## src/hdl/sva_pkg.sv

```systemverilog
package sva_pkg;

  // Field widths of the command and result words
  localparam int CMD_W   = 2;
  localparam int ENT_W   = 16;
  localparam int CHAN_W  = 3;
  localparam int MASK_W  = 8;
  localparam int VIDX_W  = 3;
  localparam int STAMP_W = 32;

  typedef logic [CMD_W-1:0]   cmd_t;
  typedef logic [ENT_W-1:0]   entity_t;
  typedef logic [CHAN_W-1:0]  chan_t;
  typedef logic [MASK_W-1:0]  mask_t;
  typedef logic [VIDX_W-1:0]  vidx_t;
  typedef logic [STAMP_W-1:0] stamp_t;

  // Command codes
  localparam cmd_t CMD_START    = 2'd0;
  localparam cmd_t CMD_STOP     = 2'd1;
  localparam cmd_t CMD_STOP_ALL = 2'd2;
  localparam cmd_t CMD_RELEASE  = 2'd3;

  // One command word as held in the input register
  typedef struct packed {
    cmd_t    command;
    entity_t entity;
    chan_t   ent_channel;
    mask_t   playing_mask;
  } cmd_word_t;

endpackage

```

## src/hdl/sva_if.sv

```systemverilog
// Command channel
interface sva_cmd_if import sva_pkg::*; ();
  logic    valid;
  logic    ready;
  cmd_t    command;
  entity_t entity;
  chan_t   ent_channel;
  mask_t   playing_mask;

  modport source (output valid, command, entity, ent_channel, playing_mask, input ready);
  modport sink   (input valid, command, entity, ent_channel, playing_mask, output ready);
endinterface

// Result channel
interface sva_res_if import sva_pkg::*; ();
  logic  valid;
  logic  ready;
  vidx_t chosen_voice;
  logic  chosen_valid;
  mask_t stopped_mask;

  modport source (output valid, chosen_voice, chosen_valid, stopped_mask, input ready);
  modport sink   (input valid, chosen_voice, chosen_valid, stopped_mask, output ready);
endinterface

```

## src/hdl/sound_voice_allocator_core.sv

```systemverilog
// Voice allocator with oldest-voice stealing. Takes one command word per clock while the
// result side is not stalled and returns one result word per command: the command is captured
// in an input register, the voice table is searched and updated from that register, and the
// result lands in an output register. Throughput is one command per cycle when not stalled,
// set by the update loop of the voice table, which is held in flip-flops and needs no clearing
// pass after reset. A start picks, in order: an active voice with the same entity and nonzero
// channel, the lowest voice whose player is idle, or the voice with the smallest start stamp
// (lowest index on a tie); the 32-bit stamp counter wraps and compares unsigned.
module sound_voice_allocator_core import sva_pkg::*; #(
  parameter int VOICES = 8
) (
  input logic       clk,
  input logic       rst,
  sva_cmd_if.sink   cmd,
  sva_res_if.source res
);

  localparam int IDX_W = $clog2(VOICES);
  // Only voices with a playing bit can all be busy at once
  localparam int OLD_N = (VOICES < MASK_W) ? VOICES : MASK_W;

  // Pipeline control
  logic      s1_valid;
  cmd_word_t s1_word;
  logic      out_valid;
  vidx_t     out_voice;
  logic      out_chosen;
  mask_t     out_stopped;
  logic      out_free;
  logic      s1_fire;
  logic      in_fire;

  // Voice table
  logic [VOICES-1:0] active;
  entity_t           ent_tab   [VOICES];
  chan_t             chan_tab  [VOICES];
  stamp_t            stamp_tab [VOICES];
  stamp_t            counter;

  // Decode
  logic [VOICES-1:0] playing;
  logic [VOICES-1:0] match;
  logic [OLD_N-1:0]  oldest_oh;
  logic [IDX_W-1:0]  match_idx;
  logic              match_any;
  logic [IDX_W-1:0]  idle_idx;
  logic              idle_any;
  logic [IDX_W-1:0]  oldest_idx;
  logic [IDX_W-1:0]  pick;
  logic [VOICES-1:0] pick_oh;
  logic [VOICES-1:0] stop_vec;
  logic [VOICES-1:0] active_next;
  stamp_t            counter_next;
  logic              is_start;

  assign out_free  = !out_valid || res.ready;
  assign s1_fire   = s1_valid && out_free;
  assign cmd.ready = !s1_valid || out_free;
  assign in_fire   = cmd.valid && cmd.ready;

  assign is_start     = (s1_word.command == CMD_START);
  assign counter_next = counter + stamp_t'(1);

  // Playing bits; voices past the mask read as idle
  for (genvar g = 0; g < VOICES; g++) begin : g_play
    if (g < MASK_W) begin : g_bit
      assign playing[g] = s1_word.playing_mask[g];
    end else begin : g_none
      assign playing[g] = 1'b0;
    end
    assign match[g] = active[g] && (ent_tab[g] == s1_word.entity)
                      && (chan_tab[g] == s1_word.ent_channel);
  end

  // Oldest voice: all pairwise compares in parallel, earlier index wins a tie
  always_comb begin
    for (int i = 0; i < OLD_N; i++) begin
      oldest_oh[i] = 1'b1;
      for (int j = 0; j < OLD_N; j++) begin
        if (j < i && !(stamp_tab[i] < stamp_tab[j])) oldest_oh[i] = 1'b0;
        if (j > i && (stamp_tab[j] < stamp_tab[i])) oldest_oh[i] = 1'b0;
      end
    end
  end

  // Priority encoders and voice choice
  always_comb begin
    match_idx  = '0;
    match_any  = 1'b0;
    idle_idx   = '0;
    idle_any   = 1'b0;
    oldest_idx = '0;
    for (int v = VOICES - 1; v >= 0; v--) begin
      if (match[v]) begin
        match_idx = IDX_W'(v);
        match_any = 1'b1;
      end
      if (!playing[v]) begin
        idle_idx = IDX_W'(v);
        idle_any = 1'b1;
      end
    end
    for (int i = 0; i < OLD_N; i++) begin
      if (oldest_oh[i]) oldest_idx = oldest_idx | IDX_W'(i);
    end
    if (s1_word.ent_channel != '0 && match_any) begin
      pick = match_idx;
    end else if (idle_any) begin
      pick = idle_idx;
    end else begin
      pick = oldest_idx;
    end
    for (int v = 0; v < VOICES; v++) begin
      pick_oh[v] = (pick == IDX_W'(v));
    end
  end

  // Stopped voices and next active marks
  always_comb begin
    case (s1_word.command)
      CMD_START:    stop_vec = '0;
      CMD_STOP:     stop_vec = match;
      CMD_STOP_ALL: stop_vec = '1;
      CMD_RELEASE:  stop_vec = active & ~playing;
      default:      stop_vec = '0;
    endcase
    if (is_start) begin
      active_next = active | pick_oh;
    end else begin
      active_next = active & ~stop_vec;
    end
  end

  // Control and stamp state
  always_ff @(posedge clk) begin
    if (rst) begin
      s1_valid  <= 1'b0;
      out_valid <= 1'b0;
      active    <= '0;
      counter   <= '0;
      for (int v = 0; v < VOICES; v++) begin
        stamp_tab[v] <= '0;
      end
    end else begin
      if (cmd.ready) s1_valid <= cmd.valid;
      if (out_free) out_valid <= s1_valid;
      if (s1_fire) begin
        active <= active_next;
        if (is_start) begin
          counter         <= counter_next;
          stamp_tab[pick] <= counter_next;
        end
      end
    end
  end

  // Payload registers and voice tags
  always_ff @(posedge clk) begin
    if (in_fire) begin
      s1_word.command      <= cmd.command;
      s1_word.entity       <= cmd.entity;
      s1_word.ent_channel  <= cmd.ent_channel;
      s1_word.playing_mask <= cmd.playing_mask;
    end
    if (s1_fire) begin
      out_voice   <= is_start ? VIDX_W'(pick) : '0;
      out_chosen  <= is_start;
      out_stopped <= MASK_W'(stop_vec);
      if (is_start) begin
        ent_tab[pick]  <= s1_word.entity;
        chan_tab[pick] <= s1_word.ent_channel;
      end
    end
  end

  assign res.valid        = out_valid;
  assign res.chosen_voice = out_voice;
  assign res.chosen_valid = out_chosen;
  assign res.stopped_mask = out_stopped;

  // Checks
  a_counter_step: assert property (@(posedge clk) disable iff (rst)
    s1_fire && is_start |=> counter == stamp_t'($past(counter) + stamp_t'(1)))
    else $error("stamp counter did not advance on start");

  a_one_new_voice: assert property (@(posedge clk) disable iff (rst)
    $countones(active & ~$past(active)) <= 1)
    else $error("more than one voice activated at once");

  a_stop_all_clears: assert property (@(posedge clk) disable iff (rst)
    s1_fire && s1_word.command == CMD_STOP_ALL |=> active == '0)
    else $error("voices left active after stop all");

  a_start_no_stop: assert property (@(posedge clk) disable iff (rst)
    out_valid && out_chosen |-> out_stopped == '0)
    else $error("start word reports stopped voices");

endmodule

```

## src/flat_wrapper.sv

```systemverilog
// flat-port wrapper written by rule: the top's interface ports become plain ports
module sound_voice_allocator_core_flat import sva_pkg::*;
#(
  parameter int VOICES = 8
)
  (clk, rst, cmd_valid, cmd_command, cmd_entity, cmd_ent_channel, cmd_playing_mask, cmd_ready, res_valid, res_chosen_voice, res_chosen_valid, res_stopped_mask, res_ready);
  sva_cmd_if cmd_i ();
  sva_res_if res_i ();
  input logic clk;
  input logic rst;
  input wire logic [$bits(cmd_i.valid)-1:0] cmd_valid;
  input wire logic [$bits(cmd_i.command)-1:0] cmd_command;
  input wire logic [$bits(cmd_i.entity)-1:0] cmd_entity;
  input wire logic [$bits(cmd_i.ent_channel)-1:0] cmd_ent_channel;
  input wire logic [$bits(cmd_i.playing_mask)-1:0] cmd_playing_mask;
  output wire logic [$bits(cmd_i.ready)-1:0] cmd_ready;
  output wire logic [$bits(res_i.valid)-1:0] res_valid;
  output wire logic [$bits(res_i.chosen_voice)-1:0] res_chosen_voice;
  output wire logic [$bits(res_i.chosen_valid)-1:0] res_chosen_valid;
  output wire logic [$bits(res_i.stopped_mask)-1:0] res_stopped_mask;
  input wire logic [$bits(res_i.ready)-1:0] res_ready;
  assign cmd_i.valid = cmd_valid;
  assign cmd_i.command = cmd_command;
  assign cmd_i.entity = cmd_entity;
  assign cmd_i.ent_channel = cmd_ent_channel;
  assign cmd_i.playing_mask = cmd_playing_mask;
  assign cmd_ready = cmd_i.ready;
  assign res_valid = res_i.valid;
  assign res_chosen_voice = res_i.chosen_voice;
  assign res_chosen_valid = res_i.chosen_valid;
  assign res_stopped_mask = res_i.stopped_mask;
  assign res_i.ready = res_ready;
  sound_voice_allocator_core #(.VOICES(VOICES)) u_core (.clk(clk), .rst(rst), .cmd(cmd_i), .res(res_i));
endmodule
```

## config.mk

```make
export PLATFORM = sky130hd
export DESIGN_NAME = sound_voice_allocator_core_flat
export DESIGN_NICKNAME = d
export VERILOG_FILES = /design/src/hdl/sva_pkg.sv /design/src/hdl/sva_if.sv /design/src/hdl/sound_voice_allocator_core.sv /design/src/flat_wrapper.sv
export SDC_FILE = /design/constraint.sdc
export NUM_CORES = 2
export LEC_CHECK = 0
export ABC_AREA = 1
export BUFFER_PORTS_ARGS = -buffer_cell sky130_fd_sc_hd__buf_2
export CORE_MARGIN = 3
export CORE_UTILIZATION = 40
export CTS_CLUSTER_DIAMETER = 120
export CTS_CLUSTER_SIZE = 8
export DETAILED_ROUTE_END_ITERATION = 6
export GPL_TIMING_DRIVEN = 0
export PLACE_DENSITY = 0.58
export SYNTH_ARGS = -nofsm -noshare
export SYNTH_HDL_FRONTEND = slang
export SYNTH_SLANG_ARGS = --single-unit
```

## constraint.sdc

```tcl
create_clock -name clk -period 11.9 [get_ports clk]
set_input_delay 2.38 -clock clk [delete_from_list [all_inputs] [get_ports clk]]
set_output_delay 2.38 -clock clk [all_outputs]
set_load 0.005 [all_outputs]
```

==> out/metrics.yaml <==
status: "complete, no violations"
rsz0062_at_grt: "no"
grt_pass1_wl_mm: 209
ant_nets: 0
cp_cell_sequence: "buf_2 -> inv_1 -> nand3_1 -> buf_2"
synthTopCellsByArea: "edfxtp_1 (32%), ha_1 (26%), nand2_1 (8.2%)"
powerDensity_nw_per_um2: 102
path_common_cell: "buf_2"
async_flop_share: 0
avgSynthCellArea_um2: 8.65
critical_path.max_stage_delay_ns: 0.15
timing.hold.ws_ns: 0.507
ys_seq_elements: 491
area_growth_pct: 10.7
final_nets: 5857
path_class: "input pin to primary output"
cts_max_level: 3
start_kind: "input pin"
grt_max_degree: 30
drv_slew: 0
cts_resized: 0
ys_types: 62
post-route-min-period_ns: 5.17
cp.arrival_ns: 2.79
timing.setup.tns_ns: 0
drtIter0Drc: 2785
port-buffer-count: 45
start_util: 0.406
crit_fanout: 3
fin_util: 0.450
netlist.area_leader.share: 0.323
drive_gt1_frac: 0.0706
place_area_um2: 44100
maxSlewHeadroom: 0.166
crit_path_end_kind: "primary output"
cellLeakagePower_uw: 0.0208
syn-num-nets: 5722
ys.flop_type: "edfxtp_1"
finClkSkew_ns: 0.0641
fin_area_um2: 46200
cts_root_buf: "clkbuf_16"
hold_buffers: 0
clk_pin_slew_ns: 0.05
gp_congestion: 0.930
yosys_warnings: 0
grt_pass1_vias: 32900
antenna_cells: 0
synth-edff-count: 449
cts_tree: "yes"
insertion_delay_ns: 0.65
yosysMostFrequentCell: "nand2_1"
post_cts_buffers: 0
drt-total-wl_mm: 142
clockBufferDepth: 3
setup_viol_count_final: 0
cap_violations: 0
synth_area_leader_cell: "edfxtp_1"
syn-instance-count: 4820
period_share: 0.434
die_w_um: 329
hold_path_class: "flip-flop to flip-flop"
syn-cell-area_um2: 41700
io_pins: 47
seq_area_frac_synth: 0.343
via_per_inst: 5.46
drc_errors: 0
slowest_stage: "buf_2"
ff2ff_setup_slack_ns: 6.76
dp_hpwl_mm: 113
cts_made_buffers: 71
tightest_slew_ns: 1.24
clock_sinks: 491
die_y_um: 329
wl_per_cell_um: 22.3
ir_worst_vdd_v: 0.000123
vias: 34700
rows: 117
track_usage: 0.259
globalRoute.totalOverflow: 0
die_area_um2: 108000
dr.pass1.iters: 5
core_area_um2: 103000
synthTopCellsByCount: "nand2_1 (912), ha_1 (869), inv_1 (594)"
antenna_found_initial: 2
hold_viol: 0
timing.critical_path.required_ns: 9.52
max_freq_mhz: 193
[critical path, delay by kind of cell]
family	cells	cell delay, ns
buffers and inverters	3	0.31
AND/OR/NAND/NOR	1	0.11
[final timing paths]
check | cells past startpoint | end | startpoint
worst min-delay path | 2 | u_core.res.valid | u_core.res.valid
worst max register to register | 18 | u_core.stamp_tab[6][16] | u_core.stamp_tab[3][1]
worst max-delay path | 4 | cmd_ready | res_ready
worst min register to register | 2 | u_core.res.valid | u_core.res.valid
[metal layers]
metal | vias up | part of all wire | GRT usage
li1 | 17000 | - | -
met1 | 16400 | 0.44 | 0.346
met2 | 1011 | 0.46 | 0.426
met3 | 250 | 0.057 | 0.0315
met4 | 2 | 0.045 | 0.107
met5 | - | 0.000092 | 0
[per-stage QoR]
step	total power [uW]	setup WS (ns)	instances
after global routing	4900	6.52	6355
after CTS	4710	6.73	6354
after floorplan	2500	5.54	4820
after global placement	2760	1.84	6233
after detailed placement	2790	6.20	6249
final	4690	6.73	6355
[area by class of cell]
type / instances / area [um^2]
Buffer: 70 / 527
Clock buffer: 97 / 1870
Clock inverter: 8 / 208
Fill cell: 9968 / 56400
Inverter: 619 / 2330
Multi-Input combinational cell: 3640 / 24600
Sequential cell: 491 / 14300
Tap cell: 1368 / 1710
Timing Repair Buffer: 62 / 602
[where the power goes]
part           internal [uW]  switching (uW)  leakage [uW]
Combinational            252             496        0.0150
Clock                   1110             815      0.000984
Sequential              1930            89.2       0.00475
[cell usage in the layout, fill, tap and decap left out, types with 10 or more instances in the layout]
cell       instances
nand3_1          100
nor2_1           449
o21a_1            30
nand2_1          910
clkbuf_1          47
nand3b_1          10
buf_4             10
nor4_1            54
nor3_1            80
o22ai_1           10
or2_1             11
buf_6             30
inv_2             18
dfxtp_1           42
a211oi_1          12
o21ai_0          208
xnor2_1           30
ha_1             869
nor3_2            60
or2_2             27
nor2_2            19
clkbuf_16         71
edfxtp_1         449
o211ai_1          16
o2111ai_1         12
xor2_1            43
a31oi_1           10
a21oi_1          481
buf_2             52
nand4_1          118
inv_1            594
[registers in the layout, indices dropped and copies added (netlist names)]
signal                   cells
u_core.res.chosen_voice      3
u_core.res.valid             1
u_core.chan_tab             24
u_core.stamp_tab           256
u_core.res.stopped_mask      8
u_core.counter              32
u_core.res.chosen_valid      1
u_core.s1_word              21
u_core.active                8
u_core.ent_tab             128
u_core.s1_valid              1
u_core.playing               8
[kinds of logic (layout without fill, tap and decap cells)]
kind of cell,count (synthesis),after routing,synth area share
AND/OR/NAND/NOR,1885,1885,0.207
adder cells (fa/ha/maj),869,869,0.261
AO/OA/AOI/OAI,813,813,0.105
buffers and inverters,689,856,0.0684
flip-flops,491,491,0.343
XOR/XNOR,73,73,0.0153
Note: power is estimated with default switching activity, not from simulation.
